==> src/design/ctm_pkg.sv <==
// Shared constants and elaboration helpers for the carry-save tree multiplier.
`default_nettype none

package ctm_pkg;

   // Operand width used by the tree, and the fixed port field widths
   localparam int WIDTH  = 16;
   localparam int IN_W   = 16;
   localparam int OUT_W  = 32;
   localparam int VEC_W  = 2 * WIDTH;
   localparam int ROW_MAX = WIDTH;

   // Widths large enough to hold both the port field and the internal value
   localparam int OPX_W  = (WIDTH > IN_W) ? WIDTH : IN_W;
   localparam int PRODX_W = (VEC_W > OUT_W) ? VEC_W : OUT_W;

   // Rows left after one level of 3:2 reduction
   function automatic int ctm_next_rows(input int cnt);
      int c;
      int g;
      c = cnt;
      g = 0;
      while (c >= 3) begin
         c = c - 3;
         g = g + 1;
      end
      return 2 * g + c;
   endfunction

   // Row count entering a given tree level
   function automatic int ctm_rows_at(input int lvl);
      int c;
      c = WIDTH;
      for (int i = 0; i < lvl; i++) begin
         c = ctm_next_rows(c);
      end
      return c;
   endfunction

   // Number of reduction levels until two rows remain
   function automatic int ctm_levels();
      int c;
      int n;
      c = WIDTH;
      n = 0;
      while (c > 2) begin
         c = ctm_next_rows(c);
         n = n + 1;
      end
      return n;
   endfunction

   localparam int LEVELS = ctm_levels();

endpackage

`default_nettype wire

==> src/design/ctm_tree.sv <==
// Combinational carry-save reduction tree with final carry-propagate adder.
`default_nettype none

module ctm_tree import ctm_pkg::*; (
   input  wire logic [WIDTH-1:0] op_a,
   input  wire logic [WIDTH-1:0] op_b,
   output logic      [VEC_W-1:0] product
);

   logic [VEC_W-1:0] lvl_rows [LEVELS+1][ROW_MAX];

   // Form the partial-product rows, one per multiplier bit
   for (genvar r = 0; r < ROW_MAX; r++) begin : g_pp
      assign lvl_rows[0][r] = op_b[r] ? (VEC_W'(op_a) << r) : '0;
   end

   // Reduce each level: full-adder rows over groups of three, pass the rest
   for (genvar l = 0; l < LEVELS; l++) begin : g_lvl
      localparam int CNT  = ctm_rows_at(l);
      localparam int NXT  = ctm_next_rows(CNT);
      localparam int GRP  = (CNT - (NXT - CNT / 3 * 2 - CNT % 3 + CNT % 3)) / 3;
      for (genvar r = 0; r < ROW_MAX; r++) begin : g_row
         if (r < 2 * GRP) begin : g_csa
            localparam int K = 3 * (r / 2);
            if (r % 2 == 0) begin : g_sum
               assign lvl_rows[l+1][r] =
                  lvl_rows[l][K] ^ lvl_rows[l][K+1] ^ lvl_rows[l][K+2];
            end else begin : g_carry
               assign lvl_rows[l+1][r] =
                  ((lvl_rows[l][K] & lvl_rows[l][K+1]) |
                   (lvl_rows[l][K+1] & lvl_rows[l][K+2]) |
                   (lvl_rows[l][K] & lvl_rows[l][K+2])) << 1;
            end
         end else if (r < NXT) begin : g_pass
            assign lvl_rows[l+1][r] = lvl_rows[l][r + GRP];
         end else begin : g_zero
            assign lvl_rows[l+1][r] = '0;
         end
      end
   end

   // Add the last two rows
   assign product = lvl_rows[LEVELS][0] + lvl_rows[LEVELS][1];

endmodule

`default_nettype wire

==> src/design/csa_tree_multiplier.sv <==
// Top level: operand register, carry-save tree, product register.
// The product strobes on rsp_valid after the start beat passes the operand and product registers.
// Throughput: one operand pair per cycle; busy stays low, as the single
// registered tree pass between the operand and product registers sets the rate.
// Reset (synchronous, active high) clears both valid flags; data is not reset.
// The receiver cannot stall: each product is shown for exactly one cycle.
`default_nettype none

module csa_tree_multiplier import ctm_pkg::*; (
   input  wire logic              clock,
   input  wire logic              reset,
   input  wire logic              start,
   output logic                   busy,
   input  wire logic [IN_W-1:0]   req_multiplicand,
   input  wire logic [IN_W-1:0]   req_multiplier,
   output logic                   rsp_valid,
   output logic      [OUT_W-1:0]  rsp_product
);

   logic             op_valid_ff;
   logic             op_valid_in;
   logic [WIDTH-1:0] op_a_ff;
   logic [WIDTH-1:0] op_a_in;
   logic [WIDTH-1:0] op_b_ff;
   logic [WIDTH-1:0] op_b_in;
   logic             rsp_valid_ff;
   logic [OUT_W-1:0] product_ff;
   logic [OUT_W-1:0] product_in;

   logic [OPX_W-1:0]   ext_a;
   logic [OPX_W-1:0]   ext_b;
   logic [VEC_W-1:0]   tree_product;
   logic [PRODX_W-1:0] ext_product;

   // Never hold off a beat
   assign busy = 1'b0;

   // Take the low operand bits, zero above the field
   assign ext_a   = OPX_W'(req_multiplicand);
   assign ext_b   = OPX_W'(req_multiplier);
   assign op_a_in = ext_a[WIDTH-1:0];
   assign op_b_in = ext_b[WIDTH-1:0];
   assign op_valid_in = start & ~busy;

   ctm_tree u_tree (
      .op_a    (op_a_ff),
      .op_b    (op_b_ff),
      .product (tree_product)
   );

   // Fit the product to the result field
   assign ext_product = PRODX_W'(tree_product);
   assign product_in  = ext_product[OUT_W-1:0];

   // Advance the valid flags
   always_ff @(posedge clock) begin
      if (reset) begin
         op_valid_ff  <= 1'b0;
         rsp_valid_ff <= 1'b0;
      end else begin
         op_valid_ff  <= op_valid_in;
         rsp_valid_ff <= op_valid_ff;
      end
   end

   // Capture operands and product
   always_ff @(posedge clock) begin
      if (op_valid_in) begin
         op_a_ff <= op_a_in;
         op_b_ff <= op_b_in;
      end
      if (op_valid_ff) begin
         product_ff <= product_in;
      end
   end

   assign rsp_valid   = rsp_valid_ff;
   assign rsp_product = product_ff;

endmodule

`default_nettype wire
==> config.mk <==
export PLATFORM = sky130hd
export DESIGN_NAME = csa_tree_multiplier
export DESIGN_NICKNAME = d
export VERILOG_FILES = /design/src/design/ctm_pkg.sv /design/src/design/ctm_tree.sv /design/src/design/csa_tree_multiplier.sv
export SDC_FILE = /design/constraint.sdc
export NUM_CORES = 1
export LEC_CHECK = 0
export BUFFER_PORTS_ARGS = -buffer_cell sky130_fd_sc_hd__buf_2
export CORE_MARGIN = 10
export CORE_UTILIZATION = 40
export DETAILED_ROUTE_END_ITERATION = 6
export HOLD_SLACK_MARGIN = 0.08
export PLACE_DENSITY = 0.61
export SYNTH_ARGS = -nofsm -noshare
export SYNTH_HDL_FRONTEND = slang
export SYNTH_SLANG_ARGS = --single-unit
==> constraint.sdc <==
create_clock -name clock -period 11.5 [get_ports clock]
set_input_delay 1.15 -clock clock [delete_from_list [all_inputs] [get_ports clock]]
set_output_delay 1.15 -clock clock [all_outputs]
set_load 0.03 [all_outputs]
# Word level (Yosys, flattened, before mapping)
# Cells that the tools add are included.
# totals
reg_bits	66
input_bits	35
out_inout_bits	34
wordCells	120
# op_classes
add_sub_neg	1
mux	16
bitwise	98
# op_table
operator	count
$and A31 B31 Y31	42
$or A31 B31 Y31	28
$xor A32 B32 Y32	22
$add A32 B32 Y32	1
$xor A32 B18 Y32	1
$xor A32 B21 Y32	1
$xor A32 B24 Y32	1
$xor A32 B27 Y32	1
$xor A32 B30 Y32	1
$xor A32 B31 Y32	1
$mux W31	1
$mux W30	1
$mux W29	1
$mux W28	1
$mux W27	1
$mux W26	1
$mux W25	1
$mux W24	1
$mux W23	1
$mux W22	1
$mux W21	1
$mux W20	1
$mux W19	1
$mux W18	1
other kinds (2)	2

# Logic depth before layout (Yosys ltp)
# Gate-level depths: netlist of the first run.
# depth
word_depth	20
depth_mapped	21
mapped_depth_nobuf	19

# Cells and area by module
# From an unflattened synthesis of the first run, not the netlist that was laid out.
# hier_totals
cells_unflattened	1000
hier_area_um2	10237.3
# modules_own_cells
mod	instances	cells_per_inst	area_each_um2	seq_area_each_um2
ctm_tree	1	930	8251.7	0.0
csa_tree_multiplier	1	70	1985.7	1961.9

# Least setup slack after synthesis of the first run
# No wires, ideal clock.
# synth_timing
path_kind	register -> register
start	register op_b_ff[14]
end	register product_ff[31] (netlist: rsp_product[31]) (data pin)
setup_time_ps	259
arrival_time_ps	5450
required_ps	11241
setup_slack_ps	5792
path_stages_with_launch	19
path_buffers	2
synth_period_minus_slack_ps	5708
path_cell_list	edfxtp_1 -> clkbuf_1 -> nand2_1 -> fa_1 -> inv_1 -> fa_1 -> inv_1 -> fa_1 -> fa_1 -> fa_1 -> fa_1 -> inv_1 -> ha_1 -> clkbuf_2 -> and4_1 -> o2111ai_4 -> a2111oi_4 -> o21ai_2 -> a211o_1
# synth_via
elab_chain_len	17
elab_cells_between_ends	45
classes_between	add/sub (1); mux (1); bitwise (43)
# synth_lines
item	line	source
from (decl)	csa_tree_multiplier.sv:24	logic [WIDTH-1:0] op_b_ff;
from (signal assigned)	csa_tree_multiplier.sv:70	op_b_ff <= op_b_in;
$mux W30 *	ctm_tree.sv:14	assign lvl_rows[0][r] = op_b[r] ? (VEC_W'(op_a) << r) : '0;
$xor A32 B30 Y32	ctm_tree.sv:27	lvl_rows[l][K] ^ lvl_rows[l][K+1] ^ lvl_rows[l][K+2];
$and A31 B31 Y31	ctm_tree.sv:31	(lvl_rows[l][K+1] & lvl_rows[l][K+2]) |
$or A31 B31 Y31	ctm_tree.sv:30	((lvl_rows[l][K] & lvl_rows[l][K+1]) |
$or A31 B31 Y31	ctm_tree.sv:31	
$and A31 B31 Y31	ctm_tree.sv:31	
$or A31 B31 Y31	ctm_tree.sv:30	
$or A31 B31 Y31	ctm_tree.sv:31	
[... 2 more ...]	n/a	
$and A31 B31 Y31	ctm_tree.sv:31	
$or A31 B31 Y31	ctm_tree.sv:30	
$or A31 B31 Y31	ctm_tree.sv:31	
$and A31 B31 Y31 (on tied branches)	ctm_tree.sv:30, ctm_tree.sv:31	
$or A31 B31 Y31	ctm_tree.sv:30	
$or A31 B31 Y31	ctm_tree.sv:31	
$add A32 B32 Y32 *	ctm_tree.sv:43	assign product = lvl_rows[LEVELS][0] + lvl_rows[LEVELS][1];
net ext_product[31]	csa_tree_multiplier.sv:33	logic [PRODX_W-1:0] ext_product;
to (signal assigned)	csa_tree_multiplier.sv:73	product_ff <= product_in;
to (decl)	csa_tree_multiplier.sv:27	logic [OUT_W-1:0] product_ff;
# Mark *: on every way through the listed nets, which the timed path passes. The rest lies on a longest branch.
# A chain may end at the register's enable or synchronous reset.

# Worst setup path in the final report of the first run
# layout_timing
start	register op_b_ff[14]
end	register product_ff[30] (netlist: rsp_product[30]) (data pin)
# The elaborated chain is that of the path after synthesis.

==> flow_summary.toml, run 1 <==
[run_status]
outcome = "finished, final reports clean"

[clock_network]
cts.repair.resized = 0
clk_latency_ns = 0.35
cts.sinks = 66
clock_path_buffers = 2
hold_buffers = 0
postCtsSetupRepairBufs = 0
clock-root-buffer = "clkbuf_16"
cts_inserted_buffers = 9
cts_tree = "done"
htreeDepth = 3
clk_pin_slew_ns = 0.06

[synth]
yosys.area_share.xor_xnor_pct = 1.79
synth_top_family_by_area = "adder cells"
synth_edf_count = 64
synthSimpleGateAreaFrac_pct = 16.8
ys_seq_area_share_pct = 19.1
synth_cells = 986
synth_top_flop_cell = "edfxtp_1"
synth_fp_nets = 1299
yosysTopAreaCellShare_pct = 39.2
synth_area_um2 = 10300
ys_types = 53
async_flop_share_pct = 0
muxShareOfSynthArea_pct = 0
synthAdderAreaFrac_pct = 48.6
netlist_top_cells_area = "fa_1 (39%), edfxtp_1 (19%), and2_1 (11%)"
synth_top_area_cell = "fa_1"
synth-compound-area-share_pct = 4.89
yosys_register_bits = 66
yosysWarnings = 0
avgSynthCellArea_um2 = 10.4

[worst_setup_path]
slowest_stage = "edfxtp_1"
critical_path.startpoint_type = "flip-flop"
cp.required_ns = 11.59
path_max_fanout = 16
path_common_cell = "fa_1"
cp_top_family = "adder cells"
crit_type = "flip-flop to flip-flop"
cp_cell_sequence = "nand2_1 > fa_1 > inv_1 > fa_1 > inv_1 > fa_1 > fa_1 > fa_1 > inv_1 > fa_1 > ha_1 > and4_1 > nor4b_1 > nor2b_1 > a21oi_1 > a41oi_1 > nand2_1 > xor2_1"
cp-end-kind = "flip-flop"
crit_arrival_ns = 6.35
crit_buf_inv = 3
cp_slowest_stage_delay_ns = 0.76

[finish]
final-seq-area_um2 = 1960
diodes = 0
multi_input_area_um2 = 7400
drive_gt1_share_pct = 9.12
areaGrowthSynthToFinish_pct = 9.21
finish.instance_area_um2 = 11200
fillers = 2426
fin_nets = 1339

[placement]
dp_hpwl_mm = 17.9
gp_congestion = 0.839
io_buffers = 67
place_area_um2 = 10900
detailedPlace.worstSlack_ns = 5.27

[timing]
setup_viol = 0
hold_viol = 0
fin_ws_ns = 5.24
slew-limit-headroom_pct = 42.9
min_period_ns = 6.26
fmax_mhz = 160
whs_ns = 0.737
slew_violations = 0
fin_crit_sh_pct = 54.4
rsz0062_at_grt = "no"
tns_ns = 0
clock_skew_ns = 0.00732
tightest_slew_ns = 0.856

[route]
wire_per_inst_um = 16.3
vias = 6714
drtPass1Iterations = 4
drtAntennaViolNets = 0
drc_errors = 0
wl_mm = 22.2
drtIter0Drc = 294
vias_per_cell = 4.93

[grt]
top_usage_layer = "met2"
grt_max_degree = 34
grtUsageMet2_pct = 25.2
gr-total-overflow = 0
grt_first_pass_wirelength_mm = 37.8
grt_use_met3_pct = 2.61
grt_pass1_vias = 7376
antenna_found_initial = 0
use_met1_pct = 17.5
grt_util_all_layers_pct = 14.2

[floorplan]
coreArea_um2 = 25200
die_w_um = 180
ios = 69
dieArea_um2 = 32400
initial_core_util_pct = 40.7
num_rows = 58
die_y_um = 180

[run]
max_cap_violations = 0

[worst_hold_path]
hold_path.class = "flip-flop to flip-flop"
==> kinds of logic (layout without fill, tap and decap cells) <==
kind of cell    Yosys count  after routing
buf+inv                 235            280
other cells               1              1
compound gates           72             72
simple gates            313            313
fa+ha+maj               278            278
xor+xnor                 21             21
flops                    66             66
==> worst register-to-register path: stages, from the launching register on <==
cell	delay (ns)
edfxtp_1	0.76
nand2_1	0.17
fa_1	0.57
inv_1	0.06
fa_1	0.52
inv_1	0.05
fa_1	0.48
fa_1	0.52
fa_1	0.49
inv_1	0.05
fa_1	0.43
ha_1	0.46
and4_1	0.37
nor4b_1	0.28
nor2b_1	0.14
a21oi_1	0.31
a41oi_1	0.16
nand2_1	0.10
xor2_1	0.06
==> state kept, by name (all words and copies together), names as in the netlist <==
signal       flops
op_b_ff         16
rsp_valid        1
op_valid_ff      1
rsp_product     32
op_a_ff         16
==> worst paths after layout <==
check / from / cells after the start / endpoint / slack (ns)
setup / recovery: op_b_ff[14] / 18 / rsp_product[30] / 5.24
hold / removal: op_valid_ff / 0 / rsp_product[10] / 0.74
setup reg to reg: op_b_ff[14] / 18 / rsp_product[30] / 5.24
hold reg to reg: op_valid_ff / 0 / rsp_product[10] / 0.74
==> cells in the final DEF (no fill, tap or decap), types with 2 or more instances in the layout <==
master and n:
a21o_1 11, ha_1 77, nor2b_1 6, and2_1 174, nor3_1 2, o21bai_1 5, clkinvlp_4 2, xnor2_1 14
and3_1 3, o21ai_0 13, nand4b_1 2, nand3_1 5, inv_1 196, edfxtp_1 64, a31oi_1 2, xor2_1 7
nand4_1 3, dfxtp_1 2, o21a_1 2, nor4b_1 2, a21oi_1 25, clkbuf_16 9, nand2_1 93, fa_1 201
buf_2 67, nor3b_1 2, nor2_1 11, bufinv_16 3
==> metrics by stage <==
stage          std cells  util, %
6_report            1361     44.5
5_1_grt             1361     44.5
4_1_cts             1361     44.5
3_5_place_dp        1345     43.1
3_3_place_gp        1345     43.1
2_1_floorplan        986        -
==> routing by layer <==
layer | vias to the layer above | wire [um]
met3 | 21 | 791
met2 | 116 | 11800
met5 | - | 0
li1 | 3082 | -
met1 | 3495 | 9260
met4 | 0 | 326
==> layout make-up <==
| type | instances | area share, % |
|---|---|---|
| Tap cell | 330 | 3.69 |
| Sequential cell | 66 | 17.5 |
| Timing Repair Buffer | 68 | 3.06 |
| Clock inverter | 7 | 1.05 |
| Inverter | 196 | 6.57 |
| Multi-Input combinational cell | 685 | 66.1 |
| Clock buffer | 9 | 2.01 |
==> Yosys cell counts (all sizes together) (3+ instances only) <==
cell / count
a21oi: 26
ha: 77
nand4: 3
xnor2: 14
a21o: 11
nand3: 5
and2: 174
nor2: 11
o21ai: 14
and3: 4
nor4b: 3
nor3b: 3
fa: 201
clkbuf: 37
edfxtp: 64
nand2: 94
nor2b: 6
a31oi: 3
o21bai: 5
inv: 196
xor2: 7
Power of run 1 is not shown: default switching activity piles up to over one toggle a cycle in this logic, so the estimate is an artifact.
==> run 2: changes to the inputs <==
- PLACE_DENSITY: 0.61 -> 0.63
- clock period: 11.5 -> 5.3 ns (I/O delays scaled with it)
==> flow_summary.toml, run 2 (synthesized netlist as in run 1, its figures left out) <==
[run_status]
outcome = "complete, but fails checks"
violations = "negative setup slack"

[placement]
place_area_um2 = 12000
dp_hpwl_mm = 19.0
io_buffers = 67
gp_congestion = 0.817

[grt]
grt_first_pass_wirelength_mm = 39.5
use_met1_pct = 17.6
gr-total-overflow = 0
antenna_found_initial = 0
grt_use_met3_pct = 2.49
grt_util_all_layers_pct = 14.7
grt_max_degree = 34
grtUsageMet2_pct = 26.5
top_usage_layer = "met2"
grt_pass1_vias = 8188

[timing]
fin_ws_ns = -0.374
rsz0062_at_grt = "yes"
slew_violations = 0
slew-limit-headroom_pct = 44.5
setup_viol = 17
clock_skew_ns = 0.00637
fin_crit_sh_pct = 107
tightest_slew_ns = 0.832
fmax_mhz = 176
min_period_ns = 5.67
hold_viol = 0

[worst_setup_path]
critical_path.startpoint_type = "flip-flop"
r2r_cells = 17
rr_endpoint = "rsp_product[27]"
cp.required_ns = 5.40
rr_startpoint = "op_b_ff[3]"
crit_type = "flip-flop to flip-flop"
r2r_setup_slack_ns = -0.37
path_max_fanout = 5
cp-end-kind = "flip-flop"
crit_arrival_ns = 5.78

[clock_network]
cts.sinks = 66
cts_inserted_buffers = 9
clock_path_buffers = 2
clk_pin_slew_ns = 0.06
clk_latency_ns = 0.35
cts_tree = "done"
htreeDepth = 3
clock-root-buffer = "clkbuf_16"

[floorplan]
num_rows = 58
coreArea_um2 = 25200
dieArea_um2 = 32400
die_w_um = 180
initial_core_util_pct = 40.7
ios = 69
die_y_um = 180

[finish]
mostFrequentLayoutCells = "fa_1 (194), inv_1 (189), and2_1 (160)"
fin_nets = 1505
areaGrowthSynthToFinish_pct = 27.3
finish.instance_area_um2 = 13100
drive_gt1_share_pct = 28.3
largest_reg_flops = 32
final_util_pct = 51.8
layout_commonest_cell = "fa_1"
diodes = 0

[route]
wire_per_inst_um = 15.4
drtPass1Iterations = 6
drc_errors = 0
drtAntennaViolNets = 0
drtIter0Drc = 237
vias_per_cell = 4.78
wl_mm = 23.5
vias = 7299

[worst_hold_path]
min_to = "op_b_ff[15]"
hold_depth = 1
hold_path.class = "input port to flip-flop"
hp-start = "req_multiplier[15]"

[run]
max_cap_violations = 0
-- run 2: timing repair --
item	CTS	global route
hold buffers	0	0
pin swaps	49	41
setup buffers	29	12
setup endpoints to repair	18	19
resized for setup	60	41
-- run 2: how the worst max path moves through the flow --
stage                     start              end  slack [ns]  cells after the start
finish               op_b_ff[3]  rsp_product[27]       -0.37                     17
global route        op_a_ff[12]  rsp_product[31]       -0.57                     16
CTS                  op_b_ff[5]  rsp_product[27]       -0.36                     17
detailed placement  op_b_ff[11]  rsp_product[31]       -0.47                     15
global placement     op_b_ff[9]  rsp_product[31]       -0.40                     15
floorplan            op_a_ff[9]  rsp_product[31]       -0.21                     20
-- run 2: through the flow --
stage | cells | setup slack [ns] | hold slack, ns | setup TNS [ns]
6_report | 1527 | -0.374 | 0.350 | -3.75
5_1_grt | 1527 | -0.567 | 0.337 | -6.64
4_1_cts | 1517 | -0.356 | 0.336 | -3.67
3_5_place_dp | 1472 | -0.468 | 0.708 | -5.23
3_3_place_gp | 1472 | -0.398 | 0.707 | -4.29
2_1_floorplan | 986 | -0.208 | 0.597 | -0.458
-- run 2: critical path, stage by stage, from the launching register on --
cell	delay (ns)
edfxtp_1	0.46
buf_6	0.16
and2_4	0.14
fa_1	0.47
inv_1	0.05
fa_1	0.45
fa_1	0.50
fa_1	0.54
fa_1	0.54
inv_2	0.04
fa_1	0.49
ha_4	0.31
and4_4	0.25
o2111ai_4	0.14
a2111oi_4	0.48
o21ai_2	0.13
buf_4	0.15
xnor2_1	0.11
-- run 2: layer usage --
layer,up-vias,wire [um]
met2,96,12700
met3,29,661
met5,-,0
met1,3753,9710
met4,0,406
li1,3421,-
-- run 2: cell type report --
class | count | area (um^2)
fillers | 2269 | 12100
clock inverters | 6 | 57.6
well taps | 330 | 413
multi-input cells | 685 | 7900
repair buffers | 234 | 1750
inverters | 196 | 736
clock buffers | 10 | 229
flip-flops and latches | 66 | 1960
Power of run 2 is left out for the same reason.
==> run 3: changes to the inputs <==
- BUFFER_PORTS_ARGS: -buffer_cell sky130_fd_sc_hd__buf_2 -> unset
- DONT_BUFFER_PORTS: unset -> 1
- PLACE_DENSITY: 0.63 -> 0.6
==> flow_summary.toml, run 3 (synthesized netlist as in run 1, its figures left out) <==
[run_status]
outcome = "complete, but fails checks"
violations = "negative setup slack"

[clock_network]
cts.sinks = 66
clock-root-buffer = "clkbuf_16"
htreeDepth = 3
cts_inserted_buffers = 9
hold_buffers = 0
clk_latency_ns = 0.35
cts_tree = "done"
clock_path_buffers = 2
clk_pin_slew_ns = 0.06

[finish]
mostFrequentLayoutCells = "fa_1 (190), inv_1 (184), and2_1 (147)"
layout_commonest_cell = "fa_1"
drive_gt1_share_pct = 26.8
areaGrowthSynthToFinish_pct = 26.3
fin_nets = 1440
largest_reg_flops = 32
final_util_pct = 51.5
diodes = 0

[floorplan]
die_w_um = 180
ios = 69
initial_core_util_pct = 40.7
dieArea_um2 = 32400
num_rows = 58
die_y_um = 180
coreArea_um2 = 25200

[grt]
grt_max_degree = 34
gr-total-overflow = 0
grt_util_all_layers_pct = 14.9
antenna_found_initial = 1
grt_pass1_vias = 7748
grt_first_pass_wirelength_mm = 39.6

[route]
drc_errors = 0
drtIter0Drc = 329
vias_per_cell = 4.81
vias = 7037
wl_mm = 23.9
drtPass1Iterations = 4
drtAntennaViolNets = 0
wire_per_inst_um = 16.3

[worst_setup_path]
cp-end-kind = "flip-flop"
r2r_setup_slack_ns = -0.42
rr_startpoint = "op_a_ff[12]"
cp.required_ns = 5.52
critical_path.startpoint_type = "flip-flop"
crit_type = "flip-flop to flip-flop"
path_max_fanout = 5
rr_endpoint = "rsp_product[31]"
r2r_cells = 17
crit_arrival_ns = 5.94

[placement]
dp_hpwl_mm = 19.0
detailedPlace.worstSlack_ns = -0.471
gp_congestion = 0.820
io_buffers = 0

[worst_hold_path]
hp-start = "reset"
hold_path.class = "input port to flip-flop"
min_to = "op_valid_ff"
hold_depth = 1

[timing]
setup_viol = 17
tightest_slew_ns = 0.588
fin_crit_sh_pct = 108
tns_ns = -4.54
clock_skew_ns = 0.00856
slew_violations = 0
min_period_ns = 5.72
fin_ws_ns = -0.417
slew-limit-headroom_pct = 60.8
hold_viol = 0
fmax_mhz = 175
rsz0062_at_grt = "yes"

[run]
max_cap_violations = 0
==> run 3: changes by cell type in the layout (fill, tap and decap cells not counted), moves of 5 or more <==
cell,change
buf_12,+6
and2_1,-13
inv_2,+5
buf_4,-7
and2_4,+13
buf_2,-66
inv_1,-5
==> run 3: metal layers <==
layer	global-route usage, %	wire length, um	up-vias
li1	-	-	3296
met1	18.1	9870	3631
met2	26.8	13100	93
met3	2.25	647	17
met4	3.77	255	0
met5	0	0	-
==> run 3: stage by stage <==
stage	std cells	cell area, um^2	hold WS, ns
2_1_floorplan	986	10500	0.597
3_3_place_gp	1404	11700	0.448
3_5_place_dp	1404	11700	0.456
4_1_cts	1444	12500	0.226
5_1_grt	1462	13000	0.226
6_report	1462	13000	0.239
==> run 3: worst max path at each step <==
stage	from	end	slack, ns	depth (start not counted)
global route	op_a_ff[12]	rsp_product[31]	-0.57	17
finish	op_a_ff[12]	rsp_product[31]	-0.42	17
detailed placement	op_b_ff[5]	rsp_product[31]	-0.47	16
CTS	op_b_ff[4]	rsp_product[31]	-0.38	17
global placement	op_b_ff[5]	rsp_product[28]	-0.37	18
floorplan	op_a_ff[9]	rsp_product[31]	-0.21	20
==> run 3: layout make-up <==
cell class,instances,area [um^2]
Fill cell,2196,12200
Multi-Input combinational cell,685,8000
Sequential cell,66,1960
Timing Repair Buffer,169,1500
Inverter,196,736
Tap cell,330,413
Clock buffer,9,225
Clock inverter,7,118
==> run 3: repair_timing <==
action                                  4_1_cts  5_1_grt
endpoints found under the hold margin         0        0
endpoints found under the setup margin       18       19
cloned                                        0        1
pin swaps                                    53       65
buffers inserted                             24       22
resized for setup                            68       63
==> run 3: critical path: stages (launching register included) <==
cell and delay, ns:
edfxtp_1 0.50, buf_6 0.18, and2_4 0.13, fa_1 0.47
inv_1 0.05, fa_1 0.57, fa_1 0.46, fa_1 0.53
fa_1 0.45, fa_1 0.53, inv_2 0.05, ha_4 0.27
and4_4 0.23, o2111ai_4 0.15, a2111oi_4 0.48, o21ai_4 0.10
nor4b_2 0.27, a211o_1 0.14
Power of run 3 is left out for the same reason.
